### src/rtl/mvt_pkg.sv
// Shared types, widths and constants for the matrix vertex transform pipeline.
package mvt_pkg;

    localparam int WORD_W        = 32;
    localparam int PROD_W        = 2 * WORD_W;
    localparam int PAIR_W        = PROD_W + 1;
    localparam int SUM_W         = PROD_W + 2;
    localparam int NUM_ROWS      = 4;
    localparam int NUM_COLS      = 4;
    localparam int CFG_NUM       = 8;
    localparam int CFG_W         = 64;
    localparam int CFG_IDX_W     = 4;
    localparam int CFG_SEL_W     = $clog2(CFG_NUM);
    localparam int DEF_FRAC_BITS = 16;

    // High nibble enables the column terms of a row, low nibble names its lane.
    localparam logic [7:0] ROW_MASK [NUM_ROWS] = '{8'hF1, 8'hF2, 8'hF4, 8'hF8};

    typedef logic signed [WORD_W-1:0] t_word;
    typedef logic signed [PROD_W-1:0] t_prod;
    typedef logic signed [PAIR_W-1:0] t_pair;
    typedef logic signed [SUM_W-1:0]  t_sum;
    typedef logic [CFG_W-1:0]         t_cfg;

    typedef t_word t_vec  [NUM_COLS];
    typedef t_word t_mat  [NUM_ROWS][NUM_COLS];
    typedef t_prod t_prods[NUM_ROWS][NUM_COLS];
    typedef t_sum  t_sums [NUM_ROWS];

    typedef struct packed {
        logic valid;
        logic last;
    } t_ctl;

endpackage

### src/rtl/mvt_sat_stage.sv
// Arithmetic shift by the fraction width, saturation to 32 bits and output registers.
module mvt_sat_stage #(
    parameter int FRAC_BITS = mvt_pkg::DEF_FRAC_BITS
) (
    input  logic           i_clk,
    input  logic           i_rst_n,
    input  mvt_pkg::t_ctl  i_ctl,
    input  mvt_pkg::t_sums i_sum,
    output mvt_pkg::t_ctl  o_ctl,
    output mvt_pkg::t_vec  o_vec,
    output logic           o_sat
);
    import mvt_pkg::*;

    localparam int SHR_W = SUM_W - FRAC_BITS;

    t_ctl r_ctl;
    t_vec r_vec;
    logic r_sat;
    t_vec n_vec;
    logic n_sat;

    always_comb begin
        logic signed [SHR_W-1:0]      sh;
        logic [SHR_W-WORD_W:0]        top;
        n_sat = 1'b0;
        for (int r = 0; r < NUM_ROWS; r++) begin
            sh  = i_sum[r][SUM_W-1:FRAC_BITS];
            top = sh[SHR_W-1:WORD_W-1];
            if ((top == '0) || (top == '1)) begin
                n_vec[r] = sh[WORD_W-1:0];
            end else begin
                n_sat    = 1'b1;
                n_vec[r] = sh[SHR_W-1] ? {1'b1, {(WORD_W-1){1'b0}}}
                                       : {1'b0, {(WORD_W-1){1'b1}}};
            end
        end
    end

    always_ff @(posedge i_clk) begin
        if (!i_rst_n) begin
            r_ctl <= '0;
        end else begin
            r_ctl <= i_ctl;
        end
    end

    always_ff @(posedge i_clk) begin
        r_vec <= n_vec;
        r_sat <= n_sat;
    end

    assign o_ctl = r_ctl;
    assign o_vec = r_vec;
    assign o_sat = r_sat;

endmodule

### config.mk
export PLATFORM = sky130hd
export DESIGN_NAME = mvt_sat_stage
export DESIGN_NICKNAME = d
export VERILOG_FILES = /design/src/rtl/mvt_pkg.sv /design/src/rtl/mvt_sat_stage.sv
export SDC_FILE = /design/constraint.sdc
export NUM_CORES = 1
export LEC_CHECK = 0
export ABC_CLOCK_PERIOD_IN_PS = 1100
export BUFFER_PORTS_ARGS = -buffer_cell sky130_fd_sc_hd__buf_2
export CORE_AREA = 2 2 153 155
export DETAILED_ROUTE_END_ITERATION = 10
export DIE_AREA = 0 0 155 157
export GPL_TIMING_DRIVEN = 1
export SLEW_MARGIN = 25
export SYNTH_ARGS = -nofsm -noshare
export SYNTH_HDL_FRONTEND = slang
export SYNTH_SLANG_ARGS = --single-unit
### constraint.sdc
create_clock -name i_clk -period 1.1 [get_ports i_clk]
set_input_delay 0 -clock i_clk [delete_from_list [all_inputs] [get_ports i_clk]]
set_output_delay 0 -clock i_clk [all_outputs]
set_load 0.02 [all_outputs]
## Word level (Yosys, flattened, before mapping)

Index checks and enable logic that the tools add are counted.

| word-level totals | value |
|---|---|
| input port bits | 268 |
| flip-flop bits (word level) | 131 |
| word-level logic and storage cells | 29 |
| output and inout bits | 131 |

| operators by class | value |
|---|---|
| mux-type cells | 9 |
| reduce and logical (&&, ||, !) cells | 9 |
| equal/unequal tests | 4 |

Operators by type and width:

| kind | number |
|---|---|
| two-way mux 32 bit | 8 |
| == test 19 bit, second input constant | 4 |
| zero test 19 bit | 4 |
| logical OR 1 bit | 4 |
| AND reduction 3 bit | 1 |
| two-way mux 1 bit | 1 |

## Depth between registers and ports, before layout

| logic depth | value |
|---|---|
| word-level depth | 3 |
| gate-level depth with buffers | 6 |
| mapped depth without buffers | 5 |

## Worst setup path after synthesis

No wires, ideal clock.

| timing | value |
|---|---|
| kind | input-to-reg |
| start point | in i_sum[57] (netlist name) |
| end point | reg r_vec (netlist bit o_vec[21]) |
| buffers on the path | 1 |
| cell stages on the path | 6 |
| data arrival time | 1.043 ns |
| setup time | 0.115 ns |
| data required time | 0.985 ns |
| slack | -0.058 ns |
| path through | nor4_1 nand4_1 nor4_2 a311oi_2 buf_6 a21o_2 |

RTL lines:

| item | line | RTL |
|---|---|---|
| start, declared | mvt_sat_stage.sv:8 | `input mvt_pkg::t_sums i_sum,` |
| end signal, assigned | mvt_sat_stage.sv:49 | `r_vec <= n_vec;` |
| end, declared | mvt_sat_stage.sv:18 | `t_vec r_vec;` |

## Final worst setup path

| timing | value |
|---|---|
| start point | in i_ctl[0] (netlist name) |
| end point | reg r_ctl (netlist bit o_ctl[0]) |

RTL lines:

| item | line | RTL |
|---|---|---|
| start, declared | mvt_sat_stage.sv:7 | `input mvt_pkg::t_ctl i_ctl,` |
| end signal, assigned | mvt_sat_stage.sv:44 | `r_ctl <= i_ctl;` |
| end, declared | mvt_sat_stage.sv:17 | `t_ctl r_ctl;` |

No word-level cell between the ends.

==> results.cfg <==
[status]
outcome = finished clean

[route]
vias = 4591
drtIter0Drc = 220
vias_per_cell = 4.10
drc_errors = 0
drtAntennaViolNets = 0
first_pass_iters = 4
wirelength_um = 15700
wl_per_cell_um = 14.0

[critical_path]
max_stage_delay_ns = 0.56
crit_chain = dlygate4sd3_1, buf_2, and2_1, dlygate4sd3_1
critPathLaunch = i_ctl[0]
path_class = in -> reg
cp_max_fo = 1
crit_top_cell = dlygate4sd3_1
worstSetupStartpointType = input pin
cp.arrival_ns = 1.38
slowest_stage = dlygate4sd3_1
end_kind = flip-flop
worstPathRequired_ns = 1.39

[logic_synthesis]
netlist_area_sq_um = 4360
ys.flop_type = dfxtp_1
ys_seq_elements = 131
syn_inst = 344
avgSynthCellArea_sq_um = 12.7
synth_warnings = 0
seq_area_frac_synth = 0.602
yosysUniqueCellTypes = 17
synth_top_cell_by_area = dfxtp_1
ys_top_cells_by_area = dfxtp_1 (60%), a21o_2 (17%), a21o_1 (6.7%)
ys_top_cells_by_count = dfxtp_1 (131), a21o_2 (85), a21o_1 (39)
async_reset_ff_frac = 0
synth_edf_count = 0
netlist.area_leader.share = 0.602
syn-num-nets = 612
yosysMostFrequentCell = dfxtp_1

[floorplan]
die-area_sq_um = 24300
chipWidth_um = 155
fp.coreArea_sq_um = 22500
die_y_um = 157
io_pins = 399
row_count = 55
initial_utilization = 0.194

[cts]
clock_sinks = 131
path_clk_slew_ns = 0.06
cts_inserted_buffers = 17
cts_tree = yes
cts_root_buf = clkbuf_16
htreeDepth = 4
clk_path_buf_depth = 2

[cells_and_area]
syn_to_final_growth_pct = 94.1
diodes = 0
nets = 1091
utilization = 0.376
final_area_sq_um = 8460
layout-drive-gt1-share = 0.590
fillers = 2174

[placed_design]
io_buffers = 334
placed_area_sq_um = 6520
hpwl_um = 10600
pre_cts_slack_ns = -0.387
place_congestion = 0.772

[global_routing]
grt_pass1_wl_um = 22900
grt-ovfl-total = 0
grt_pass1_vias = 4725
grt_max_degree = 33
grt_antenna_before_repair = 0
grtUsageTotal = 0.121

[min_path]
hold_path_class = in -> reg
hold_start = i_sum[263]

[timing]
worst_slew_pin_slew_ns = 0.679
setup_slack_ns = 0.0108
relSlewSlack = 0.546
final.period_utilization = 0.990
slew_violations = 0
finalSetupViolCount = 0
setup_tns_ns = 0
hold_viol_final = 0
fmax_mhz = 918
min_period_ns = 1.09

[power_and_ir_drop]
p_leak_nw = 4.28
power_mw = 12.5
ir_drop_mv = 0.800
powerDensity_nw_per_um2 = 1480

[flow_run]
cap_violations = 0
registers in the layout, summed over array words and instances (netlist names):
register and cells:
o_ctl 2, o_sat 1, o_vec 128
power by group:
part / switching (mW) / leakage (nW) / internal, mW
Sequential: 0.0562 / 1.10 / 5.00
Combinational: 0.861 / 2.89 / 0.962
Clock: 2.07 / 0.283 / 3.60
logic make-up (layout without fill, tap and decap cells):
group | after synthesis | count (layout) | synth area share
compound gates | 131 | 131 | 0.257
buf+inv | 28 | 519 | 0.0626
simple gates | 54 | 54 | 0.0792
flops | 131 | 131 | 0.602
stage by stage:
stage	hold slack (ns)	instances
2_1_floorplan	0.0904	344
3_3_place_gp	0.193	957
3_5_place_dp	0.197	957
4_1_cts	0.0975	1120
5_1_grt	0.140	1120
6_report	0.152	1120
cell usage in the layout, fill, tap and decap left out, types with 7 or more instances in the layout:
cell,netlist,routed
buf_12,0,7
dlygate4sd3_1,3,132
buf_2,2,334
a21o_2,85,85
buf_4,3,14
nand4_1,21,21
nor4_2,4,10
clkbuf_16,0,17
nor4_4,0,7
a21o_1,39,39
dfxtp_1,131,131
critical path, delay by kind of cell:
| family | cells | cell delay [ns] |
|---|---|---|
| buf+inv | 3 | 1.24 |
| simple gates | 1 | 0.13 |
path summary, 6_finish.rpt:
path | depth (start not counted) | end
worst max-delay path | 4 | o_ctl[0]
worst min-delay path | 3 | o_vec[102]
routing by layer:
metal  up-vias  global-route usage  wire length, um
li1       2209                   -                -
met1      2108               0.118             5820
met2       234               0.223             8010
met3        40              0.0441             1310
met4         0              0.0653              514
met5         -                   0                0
cell type report:
| cell class | instances | area, sq um | area share |
|---|---|---|---|
| clock buffers | 21 | 450 | 0.0532 |
| multi-input cells | 185 | 1650 | 0.195 |
| well taps | 285 | 357 | 0.0421 |
| flip-flops and latches | 131 | 2620 | 0.310 |
| clock inverters | 10 | 134 | 0.0158 |
| repair buffers | 488 | 3250 | 0.384 |
what timing repair did:
action / CTS / global route
hold buffers: 132 / 0
endpoints found under the setup margin: 0 / 63
endpoints found under the hold margin: 130 / 0
setup buffers: 0 / 0
gates resized for setup: 0 / 6
No activity file was read; power rests on OpenSTA's default activity.
