--- src/rtl/mvt_pkg.sv ---
// Shared types, widths and constants for the matrix vertex transform pipeline.
package mvt_pkg;

    localparam int WORD_W        = 32;
    localparam int PROD_W        = 2 * WORD_W;
    localparam int PAIR_W        = PROD_W + 1;
    localparam int SUM_W         = PROD_W + 2;
    localparam int NUM_ROWS      = 4;
    localparam int NUM_COLS      = 4;
    localparam int CFG_NUM       = 8;
    localparam int CFG_W         = 64;
    localparam int CFG_IDX_W     = 4;
    localparam int CFG_SEL_W     = $clog2(CFG_NUM);
    localparam int DEF_FRAC_BITS = 16;

    // High nibble enables the column terms of a row, low nibble names its lane.
    localparam logic [7:0] ROW_MASK [NUM_ROWS] = '{8'hF1, 8'hF2, 8'hF4, 8'hF8};

    typedef logic signed [WORD_W-1:0] t_word;
    typedef logic signed [PROD_W-1:0] t_prod;
    typedef logic signed [PAIR_W-1:0] t_pair;
    typedef logic signed [SUM_W-1:0]  t_sum;
    typedef logic [CFG_W-1:0]         t_cfg;

    typedef t_word t_vec  [NUM_COLS];
    typedef t_word t_mat  [NUM_ROWS][NUM_COLS];
    typedef t_prod t_prods[NUM_ROWS][NUM_COLS];
    typedef t_sum  t_sums [NUM_ROWS];

    typedef struct packed {
        logic valid;
        logic last;
    } t_ctl;

endpackage

--- src/rtl/mvt_cfg_regs.sv ---
// Matrix coefficient register file with identity reset and plain write port.
module mvt_cfg_regs #(
    parameter int FRAC_BITS = mvt_pkg::DEF_FRAC_BITS
) (
    input  logic                           i_clk,
    input  logic                           i_rst_n,
    input  logic                           i_we,
    input  logic [mvt_pkg::CFG_IDX_W-1:0]  i_idx,
    input  mvt_pkg::t_cfg                  i_data,
    output mvt_pkg::t_mat                  o_coef
);
    import mvt_pkg::*;

    t_cfg r_regs [CFG_NUM];

    function automatic t_cfg reset_val(input int unsigned idx);
        t_cfg        v;
        int unsigned row;
        v = '0;
        for (row = 0; row < NUM_ROWS; row++) begin
            if ((row * 2 + (row >> 1)) == idx) begin
                v[WORD_W*(row & 1) +: WORD_W] = WORD_W'(64'd1 << FRAC_BITS);
            end
        end
        return v;
    endfunction

    always_ff @(posedge i_clk) begin
        if (!i_rst_n) begin
            for (int i = 0; i < CFG_NUM; i++) begin
                r_regs[i] <= reset_val(i);
            end
        end else if (i_we && (i_idx < CFG_IDX_W'(CFG_NUM))) begin
            r_regs[i_idx[CFG_SEL_W-1:0]] <= i_data;
        end
    end

    always_comb begin
        for (int r = 0; r < NUM_ROWS; r++) begin
            for (int c = 0; c < NUM_COLS; c++) begin
                o_coef[r][c] = r_regs[r*2 + (c >> 1)][WORD_W*(c & 1) +: WORD_W];
            end
        end
    end

endmodule

--- config.mk ---
export PLATFORM = sky130hd
export DESIGN_NAME = mvt_cfg_regs
export DESIGN_NICKNAME = d
export VERILOG_FILES = /design/src/rtl/mvt_pkg.sv /design/src/rtl/mvt_cfg_regs.sv
export SDC_FILE = /design/constraint.sdc
export NUM_CORES = 1
export LEC_CHECK = 0
export BUFFER_PORTS_ARGS = -buffer_cell sky130_fd_sc_hd__buf_2
export CAP_MARGIN = 25
export CORE_AREA = 2 2 227 229
export CTS_CLUSTER_DIAMETER = 60
export DETAILED_ROUTE_END_ITERATION = 8
export DIE_AREA = 0 0 229 231
export PLACE_DENSITY = 0.66
export SYNTH_ARGS = -nofsm -noshare
export SYNTH_HDL_FRONTEND = slang
export SYNTH_SLANG_ARGS = --single-unit
--- constraint.sdc ---
create_clock -name i_clk -period 11 [get_ports i_clk]
set_clock_uncertainty 0.05 [all_clocks]
set_input_delay 1.1 -clock i_clk [delete_from_list [all_inputs] [get_ports i_clk]]
set_output_delay 1.1 -clock i_clk [all_outputs]
set_load 0.1 [all_outputs]
# Yosys cells after proc, flatten, opt, wreduce, memory -nomap -nowiden
# Memory sizes are Yosys's and may differ from the RTL's.
# Cells that the tools add are included.
[op_classes]
n_mul = 0
reduce_logical = 2
n_div = 0
mux = 8
n_bitwise = 0
shifts = 0
n_eq_ne = 0
addsub = 0
order_cmp = 1
[op_table]
columns = ["cell", "n"]
rows = [
  ["64-bit two-way mux", 1],
  ["64-bit OR reduction", 1],
  ["32-bit two-way mux", 1],
  ["1-bit two-way mux", 5],
  ["4-bit less-than comparator (second input constant)", 1],
  ["3-bit two-way mux", 1],
  ["1-bit logical AND", 1],
]
[word_totals]
elab_cells = 12
input_bits = 71
ram_bits = 512
rom_bits = 0
output_inout_bits = 512
memories = 1
latch_bits = 0
regBits = 0
[memory_table]
columns = ["memory", "depth", "word_bits", "read_ports", "rd_ports_with_merged_regs", "wr", "line_no", "source"]
rows = [
  ["r_regs", 8, 64, 8, 0, 8, "mvt_cfg_regs.sv:14", "t_cfg r_regs [CFG_NUM];"],
]

# Longest topological paths before layout
[depth]
ltp_word = 7
depth_mapped = 6
depth_no_buf = 2

# Worst setup path before layout
# No wires, ideal clock.
[synth_timing]
path_kind = "input-to-reg"
startpoint = "in i_rst_n"
endpoint = "mem r_regs[2][0] in the netlist's numbering, enable pin"
t_arrival_ps = 6140
path_buffers = 3
path_stages = 5
t_required_ps = 10376
setup_time_ps = 574
path_slack_ps = 4236
path_cell_list = "buf_4 > nand4bb_1 > buf_2 > buf_6 > o21ai_0"
[synth_rtl]
columns = ["item", "line_no", "source"]
rows = [
  ["start: declaration", "mvt_cfg_regs.sv:6", "input logic i_rst_n,"],
  ["end: declaration", "mvt_cfg_regs.sv:14", ""],
]

==> flow_metrics.py <==
metrics = {
    "synthesis": {
        "synth_warnings": 0,
        "synth_cells": 1217,
        "synth_area_leaders": "edfxtp_1, nor3_2, nor3_1, buf_6, buf_2",
        "post-synth-top-area-cell": "edfxtp_1",
        "synth.avg_cell_area_um2": 17.2,
        "synth_top_cell_area_share_pct": 73.3,
        "netlist_area_um2": 21000,
        "ys_types": 17,
        "syn-num-nets": 1288,
        "ys_seq_area_share_pct": 73.3,
        "synth-seq-cells": 512,
    },
    "global_route": {
        "grt_pass1_vias": 12700,
        "antenna_found_initial": 0,
        "grt_use_total_pct": 21.8,
        "grt_first_pass_wirelength_mm": 86.2,
        "overflow": 0,
        "grt_max_degree": 129,
    },
    "drt": {
        "finalWirelength_mm": 59.4,
        "drc_errors": 0,
        "vias": 13000,
        "drt_iter0_markers": 1069,
        "wl_per_cell_um": 23.8,
        "firstDrtPassIters": 5,
        "detail-route-antenna-nets": 0,
        "viasPerCell": 5.23,
    },
    "sta": {
        "max_freq_mhz": 281,
        "relSlewSlack_pct": 26.6,
        "worst-slew-pin-transition_ns": 1.10,
        "tns_ns": 0,
        "rsz0062_at_grt": "no",
        "finalWorstSetupSlack_ns": 7.44,
        "maxSlewViolCount": 0,
        "finalCritPeriodShare_pct": 32.3,
        "fin_crit_ns": 3.56,
        "final_hold_viol_count": 0,
        "setup_viol_count_final": 0,
    },
    "setup_path": {
        "critPathSlowestCell": "buf_4",
        "required_ns": 11.17,
        "path_delay_family": "buffers and inverters",
        "cp_num_cells": 4,
        "path_cells": "buf_2 -> nand4b_4 -> o21ai_4 -> buf_4",
        "crit_type": "in2reg",
        "path_buf_inv": 2,
        "crit_start": "i_rst_n",
        "crit_path_max_fanout": 55,
        "crit_path_end_kind": "flip-flop",
        "critPathLaunchType": "input pin",
        "critPathMaxStageDelay_ns": 0.78,
        "arrival_ns": 3.72,
    },
    "pwr": {
        "ir_worst_vdd_mv": 0.134,
        "power_density_nw_per_um2": 202,
        "p_sw_uw": 1860,
        "combinationalPowerShare_pct": 22.3,
        "p_sw_share_pct": 35.2,
        "p_int_uw": 3430,
        "power.leakage_uw": 0.00874,
        "clkPwrFrac_pct": 34.5,
        "seqPwrFrac_pct": 43.2,
    },
    "layout": {
        "top_regs": "r_regs: 512 flops",
        "syn_to_final_growth_pct": 24.9,
        "diodes": 0,
        "instances_no_fill": 2493,
        "n_fill_cell": 4285,
        "final_nets": 1842,
        "drive_gt1_share_pct": 59.5,
        "largest_reg_flops": 512,
        "regMostFlops": "r_regs",
        "layout_common_cells": "buf_2, edfxtp_1, nor3_2",
        "layout_commonest_cell": "buf_2",
    },
    "floorplan": {
        "ios": 583,
        "dieArea_um2": 52900,
        "start_util_pct": 41.4,
        "die_h_um": 231,
        "core-area_um2": 50700,
        "rows": 83,
        "fp.dieW_um": 229,
    },
    "cts": {
        "cts_tree": "built",
        "cts_htree_levels": 2,
        "clkSinkCount": 512,
        "cts.reportedPaths.clkPinSlew_ns": 0.06,
        "cts_resized": 0,
        "numCtsBuffers": 55,
        "clk_path_buf_depth": 3,
        "cts-root-buf": "clkbuf_16",
        "hold_buffers": 0,
        "post-cts-setup-buffers": 0,
    },
    "placement": {
        "dpl.cell_count": 2387,
        "port_buffers": 582,
        "place.gp.congestion": 0.816,
        "place_ws_ns": 6.78,
        "dp_hpwl_mm": 36.5,
    },
    "min_path": {
        "min_delay_path_depth": 2,
        "min_from": "i_data[48]",
        "min_path_type": "in2reg",
    },
    "run_status": {
        "status": "finished clean",
    },
    "flow_run": {
        "drv_cap": 0,
    },
}
-- final timing paths --
| kind | endpoint | slack (ns) |
|---|---|---|
| setup / recovery | r_regs[7][48] | 7.44 |
| hold / removal | r_regs[2][48] | 0.84 |
-- cells by family after synthesis --
logic type      after synthesis  share of synthesized area, %
buf+inv                     179                          4.94
compound gates                8                         0.191
simple gates                518                          21.5
flops                       512                          73.3
-- per-stage QoR --
stage,hold slack [ns],area (um^2),util [%],total power [uW]
6_report,0.840,26200,51.7,5290
5_1_grt,0.796,26200,51.7,5430
4_1_cts,0.803,26000,51.3,5320
3_5_place_dp,1.44,24300,47.9,3510
3_3_place_gp,1.44,24300,47.9,3500
2_1_floorplan,1.23,21000,-,3320
-- layout make-up --
type | count | area (um^2) | area share (%)
sequential | 512 | 15400 | 58.7
multi-input combinational | 526 | 4690 | 17.9
timing repair buffer | 612 | 3280 | 12.5
clock inverter | 34 | 332 | 1.27
tap | 680 | 851 | 3.25
clock buffer | 65 | 1440 | 5.48
inverter | 64 | 240 | 0.917
-- metal layers --
| metal | up-vias | track usage [%] | share of wire [%] |
|---|---|---|---|
| li1 | 5699 | - | - |
| met2 | 589 | 35.8 | 50 |
| met3 | 96 | 6.23 | 8.5 |
| met5 | - | 0 | 0 |
| met1 | 6658 | 27.9 | 39 |
| met4 | 0 | 7.39 | 3.0 |
-- synthesized netlist by cell type --
cell	n
nand4bb_1	1
o21ai_0	8
inv_1	2
nor3_2	378
or2_1	1
nand2_1	1
buf_2	60
buf_4	5
buf_6	36
edfxtp_1	512
nor3_1	130
clkbuf_1	11
buf_1	3
clkinv_1	62
or3_1	4
nand4b_4	1
nand2b_1	2
-- power groups by stage --
| stage | registers [uW] | clock network (uW) | logic, uW |
|---|---|---|---|
| detailed placement | 2330 | 0 | 1180 |
| CTS | 2290 | 1850 | 1180 |
| global placement | 2330 | 0 | 1170 |
| finish | 2290 | 1830 | 1180 |
| global route | 2300 | 1930 | 1200 |
| floorplan | 3180 | 0 | 136 |
Power figures use the tool's default switching activity.
