==> src/rtl/mvt_pkg.sv <==
// Shared types, widths and constants for the matrix vertex transform pipeline.
package mvt_pkg;

    localparam int WORD_W        = 32;
    localparam int PROD_W        = 2 * WORD_W;
    localparam int PAIR_W        = PROD_W + 1;
    localparam int SUM_W         = PROD_W + 2;
    localparam int NUM_ROWS      = 4;
    localparam int NUM_COLS      = 4;
    localparam int CFG_NUM       = 8;
    localparam int CFG_W         = 64;
    localparam int CFG_IDX_W     = 4;
    localparam int CFG_SEL_W     = $clog2(CFG_NUM);
    localparam int DEF_FRAC_BITS = 16;

    // High nibble enables the column terms of a row, low nibble names its lane.
    localparam logic [7:0] ROW_MASK [NUM_ROWS] = '{8'hF1, 8'hF2, 8'hF4, 8'hF8};

    typedef logic signed [WORD_W-1:0] t_word;
    typedef logic signed [PROD_W-1:0] t_prod;
    typedef logic signed [PAIR_W-1:0] t_pair;
    typedef logic signed [SUM_W-1:0]  t_sum;
    typedef logic [CFG_W-1:0]         t_cfg;

    typedef t_word t_vec  [NUM_COLS];
    typedef t_word t_mat  [NUM_ROWS][NUM_COLS];
    typedef t_prod t_prods[NUM_ROWS][NUM_COLS];
    typedef t_sum  t_sums [NUM_ROWS];

    typedef struct packed {
        logic valid;
        logic last;
    } t_ctl;

endpackage

==> src/rtl/mvt_add_tree.sv <==
// Two-level registered adder tree that sums the four products of each row exactly.
module mvt_add_tree (
    input  logic            i_clk,
    input  logic            i_rst_n,
    input  mvt_pkg::t_ctl   i_ctl,
    input  mvt_pkg::t_prods i_prod,
    output mvt_pkg::t_ctl   o_ctl,
    output mvt_pkg::t_sums  o_sum
);
    import mvt_pkg::*;

    t_ctl  r_pair_ctl;
    t_pair r_pair [NUM_ROWS][2];
    t_ctl  r_sum_ctl;
    t_sums r_sum;

    always_ff @(posedge i_clk) begin
        if (!i_rst_n) begin
            r_pair_ctl <= '0;
            r_sum_ctl  <= '0;
        end else begin
            r_pair_ctl <= i_ctl;
            r_sum_ctl  <= r_pair_ctl;
        end
    end

    always_ff @(posedge i_clk) begin
        for (int r = 0; r < NUM_ROWS; r++) begin
            r_pair[r][0] <= PAIR_W'(i_prod[r][0]) + PAIR_W'(i_prod[r][1]);
            r_pair[r][1] <= PAIR_W'(i_prod[r][2]) + PAIR_W'(i_prod[r][3]);
            r_sum[r]     <= SUM_W'(r_pair[r][0]) + SUM_W'(r_pair[r][1]);
        end
    end

    assign o_ctl = r_sum_ctl;
    assign o_sum = r_sum;

endmodule

==> config.mk <==
export PLATFORM = sky130hd
export DESIGN_NAME = mvt_add_tree
export DESIGN_NICKNAME = d
export VERILOG_FILES = /design/src/rtl/mvt_pkg.sv /design/src/rtl/mvt_add_tree.sv
export SDC_FILE = /design/constraint.sdc
export NUM_CORES = 2
export LEC_CHECK = 0
export BUFFER_PORTS_ARGS = -buffer_cell sky130_fd_sc_hd__buf_2
export CELL_PAD_IN_SITES_DETAIL_PLACEMENT = 0
export CELL_PAD_IN_SITES_GLOBAL_PLACEMENT = 2
export CORE_AREA = 2 2 637 322
export DETAILED_ROUTE_END_ITERATION = 12
export DIE_AREA = 0 0 639 324
export PLACE_DENSITY_LB_ADDON = 0.1
export SYNTH_ARGS = -nofsm -noshare
export SYNTH_HDL_FRONTEND = slang
export SYNTH_SLANG_ARGS = --single-unit
==> constraint.sdc <==
create_clock -name i_clk -period 4.74 [get_ports i_clk]
set_clock_uncertainty 0.1 [all_clocks]
set_input_delay 1.422 -clock i_clk [delete_from_list [all_inputs] [get_ports i_clk]]
set_output_delay 1.422 -clock i_clk [all_outputs]
set_load 0.005 [all_outputs]
* Yosys cells after proc, flatten, opt, wreduce, memory -nomap -nowiden
Memory sizes are Yosys's and may differ from the RTL's.
Cells that the tools add are included.
Widths: inputs -> output; s select.
** Cells by class
- Add/sub/neg operators :: 12
** Operators with widths (number)
- $add 64x64->65 :: 8
- $add 65x65->66 :: 4
** Storage, ports and cells
- Bits in registers :: 268
- RAM bits :: 520
- Bits of input ports :: 1028
- Output and inout port bits :: 266
- Word-level logic and storage cells :: 21
- Memories kept :: 1
** Memories
- r_pair :: depth 4, bits a word 130, read ports 4, clocked after memory_dff 0, write ports 4, line mvt_add_tree.sv:13 : t_pair r_pair [NUM_ROWS][2];

* Logic depth before layout (Yosys ltp)
- Word-level depth :: 1
- Gate-level depth with buffers :: 15
- Gate-level depth less buffers :: 15

* Worst setup path before layout
Ideal clock, no wire load.
- Path type :: input to register
- From :: input i_prod[512] in the netlist's numbering
- To :: memory r_pair[1][62] in the netlist's numbering
- Setup time :: 0.124 ns
- Arrival time :: 4.417 ns
- Required time :: 4.516 ns
- Slack :: 0.099 ns
- Stages :: 14
- Path buffers :: 0
- Path through :: ha_1 > fa_1 > a211oi_2 > o211ai_2 > a41oi_2 > o31ai_4 > a221oi_4 > o31ai_4 > a31oi_2 > o31ai_4 > a21o_1 > a31oi_1 > a41oi_2 > xor2_1
** RTL lines
- start: declaration :: line mvt_add_tree.sv:6 : input mvt_pkg::t_prods i_prod,
- end: declaration :: line mvt_add_tree.sv:13

==> metrics.md <==
| Metric | Value |
|---|---|
| Status | finished clean |
| Compound-Gate Fraction of Synth Area | 28.1% |
| Synth cell count leaders | 865 x a21oi_1, 788 x dfxtp_1, 772 x ha_1 |
| Unique masters post-synth | slightly below 100 |
| Ys async rst share | 0% |
| Post-CTS Hold Fix Bufs | 0 |
| WL final | 293 mm |
| P&R area growth vs syn | 28.5% |
| Comb pwr share | a little over half |
| Vias in the first global route | approximately 57000 |
| First-pass GRT wire length | about 400 mm |
| Mapped Area | just under 0.06 mm² |
| Nets | 10591 |
| Clock sinks | 788 |
| VDD IR max | ~0.28 mV |
| Ratio of cells with drive above 1 in the final layout | between 20 and 25% |
| Hold Crit Class | flip-flop to flip-flop |
| Area share of the largest cell type after synthesis | a little over a quarter |
| Final min period | 4.58 ns |
| Multiplexer share of the synthesized area | less than 1% |
| Placed cells | about 11000 |
| Setup TNS | 0 ns |
| Crit-path max cell delay | around 0.57 ns |
| Worst Path Max Fanout | 5 |
| Syn nets | roughly 9000 |
| Count leader, synth | a21oi_1 |
| Initial Utilization | about 29% |
| Unrepaired setup endpoints after global routing | false |
| Fmax achieved | between 200 and 250 MHz |
| Power share of the clock group | between 10% and 20% |
| Post-Syn Instances | between 7000 and 8000 |
| Critical Path Most Common Cell | buf_4 |
| Mean Syn Cell Area | approximately 8.3 µm² |
| Post-synthesis simple-gate area fraction | between 10 and 15% |
| Placement Rows | around 120 |
| Measured slew at the worst slew-check pin | 0.789 ns |
| TritonCTS Buffers | 85 |
| Total track usage | approximately 27% |
| Die W | around 640 µm |
| DRT Pass-1 Iters | 6 |
| Synth area leaders | dfxtp_1 27%, ha_1 17%, a21oi_1 7.4% |
| Psw | ~16 mW |
| Sequential share of power | between 20% and 30% |
| Switching share of power | a little over two fifths |
| ANT nets after route | 0 |
| Clock Pin Slew Worst Setup and Hold Paths | ~0.06 ns |
| Grt total ovfl | 0 |
| Final Hold Fails | 0 |
| Max-cap check violation count | 0 |
| Depth of the CTS H-tree | 3 |
| Vias/cell | roughly 5.2 |
| Clock tree buffer depth | 3 |
| Drt drc | 0 |
| Crit-path slowest cell | o21ai_0 |
| Fin worst setup slack | 0.161 ns |
| Max-slew headroom | between 40% and 50% |
| Global placement routability congestion | a little over 1 |
| Worst R2R Setup Slack | around 0.18 ns |
| Post-synth top flop | dfxtp_1 |
| Int Pwr | roughly 20 mW |
| Die H | around 320 µm |
| Final std cells w/o fill | 11575 |
| Finished Cell Area | 0.0749 mm² |
| Largest net degree at the start of global routing | 16 |
| Required @ worst endpoint | 5.21 ns |
| Clock Latency Late Sink | around 0.71 ns |
| CP endpoint kind | flip-flop |
| Pwr/cell area | about 480 mW/mm² |
| Crit share post-route | between 90% and 100% |
| Area post-placement | between 0.07 and 0.08 mm² |
| Slew Viols, Final | 0 |
| Largest family of logic cells by synthesized area | compound AO/OA/AOI/OAI gates |
| Vias after detailed routing | approximately 60000 |
| Setup-failing EPs final | 0 |
| Sequential-to-total area share from yosys stat | a little over a quarter |
| FF+latch area | between 0.015 and 0.02 mm² |
| CP startpoint kind | input port |
| IO Pins | 1294 |
| Xor/xnor share of the synthesized area | a little over a tenth |
| Initial drt markers | approximately 5300 |
| Avg WL per Cell | roughly 25 µm |
| Multi-input logic area | between 0.04 and 0.05 mm² |
| Post-synthesis adder-cell area fraction | 17.0% |
| Initial antenna violation count | approximately 110 |
| CTS tree | built |
| Post-synth EDFFs | 0 |
| Utilization of the core after routing | between 30% and 40% |
| Root Buffer | clkbuf_16 |
| PortBufs | between 1000 and 1500 |
| Synth area leader | dfxtp_1 |
| Cell chain of the critical path | buf_2, ha_1, nand2_1, o21ai_0, buf_4, nand3_1, o311a_4, or3_1, a31oi_1, o21ai_1, buf_4, o21ai_2, a41o_1, a221o_1, a21oi_2, o21a_1 |
| Critical path arrival | roughly 5.1 ns |
| Place WS | -0.484 ns |
| Die ar. | ~0.21 mm² |
| Detail Placement HPWL | roughly 260 mm |
| Fillers | around 21000 |
| Placeable Area | between 0.2 and 0.25 mm² |
| Leak | between 30 and 40 nW |
| Seq cells post-synth | 788 |
| Yosys warning total | 0 |
| Setup CP Type | input port to flip-flop |
-- repair_timing --
item | in CTS | in global routing
buffers inserted | 0 | 0
endpoints found under the setup margin | 1 | 1
gates resized for setup | 1 | 2
-- stage by stage --
stage | hold WS [ns] | power (mW)
finish | 0.347 | 36.1
global route | 0.356 | 38.3
CTS | 0.350 | 36.1
detailed placement | 0.335 | 28.9
global placement | 0.317 | 29.0
floorplan | 0.312 | 20.3
-- worst max-delay path, delay by kind of cell --
family | cells | cell delay (ns)
buffers and inverters | 3 | 0.56
AOI/OAI and AO/OA | 9 | 2.10
adders and majority gates | 1 | 0.38
and+or+nand+nor | 3 | 0.59
-- layer usage --
layer  track usage (%)  wire length [µm]  vias up
met5                 0                67        -
li1                  -                 -    29313
met2              38.9            119000     2129
met3              4.13             17100      389
met1              40.8            148000    28618
met4              7.53              8570       12
-- placed cells by master, fill, tap and decap left out, types with 15 or more instances in the layout --
| cell | instances |
|---|---|
| nand2b_1 | 63 |
| ha_1 | 772 |
| dfxtp_1 | 788 |
| nand4_1 | 193 |
| xnor2_1 | 452 |
| nor3_1 | 81 |
| buf_2 | 1293 |
| a41oi_1 | 21 |
| nand2_1 | 532 |
| and2_1 | 48 |
| nor4_1 | 26 |
| nor2_1 | 397 |
| o21ai_1 | 35 |
| o21ai_0 | 414 |
| a221oi_1 | 31 |
| o31ai_1 | 37 |
| a21boi_0 | 31 |
| inv_1 | 239 |
| a21oi_1 | 864 |
| o21a_1 | 65 |
| a31o_2 | 23 |
| xor2_1 | 268 |
| a31oi_1 | 84 |
| clkbuf_16 | 87 |
| diode_2 | 51 |
| nor2b_1 | 65 |
| a21o_1 | 468 |
| clkinv_2 | 15 |
| buf_4 | 619 |
| o31a_1 | 22 |
| nand3_1 | 128 |
| or2_2 | 15 |
| and4_1 | 20 |
| a221o_1 | 20 |
| o21bai_1 | 169 |
| or3_1 | 27 |
| and3_1 | 59 |
| a211oi_1 | 63 |
| o211ai_1 | 34 |
-- flip-flops by register name (all words and copies together) (netlist names) --
register	count
r_pair	520
o_sum	264
o_ctl	2
r_pair_ctl	2
-- cell families (layout without fill, tap and decap cells) --
group,count (synthesis),count (layout)
AOI/OAI and AO/OA,2553,2553
and+or+nand+nor,1693,1693
adders and majority gates,784,784
DFF,788,788
buffers and inverters,468,2307
other,0,51
xor gates and xnor gates,721,721
muxes,1,1
-- final timing paths --
check                                               from               endpoint  cells past startpoint
worst max-delay path                         i_prod[845]  r_pair[0][64]$_DFF_P_                     16
worst min-delay path            r_pair_ctl[0]$_SDFF_PN0_    o_ctl[0]$_SDFF_PN0_                      1
worst max register to register      r_pair[1][1]$_DFF_P_     o_sum[187]$_DFF_P_                     14
worst min register to register  r_pair_ctl[0]$_SDFF_PN0_    o_ctl[0]$_SDFF_PN0_                      1
-- power by group through the flow --
stage          clock network, mW  registers, mW  logic (mW)
2_1_floorplan                  0           9.76        10.6
3_3_place_gp                   0           10.3        18.7
3_5_place_dp                   0           10.3        18.5
4_1_cts                     7.29           10.2        18.6
5_1_grt                     7.54           10.3        20.4
6_report                    7.07           10.2        18.8
-- layout make-up --
class	instances	share of cell area, %
clock buffers	108	3.15
flip-flops and latches	788	21.1
multi-input cells	5752	54.4
diodes	51	0.170
repair buffers	1913	14.9
inverters	239	1.20
clock inverters	47	0.647
well taps	2677	4.47
Power figures use the tool's default switching activity.
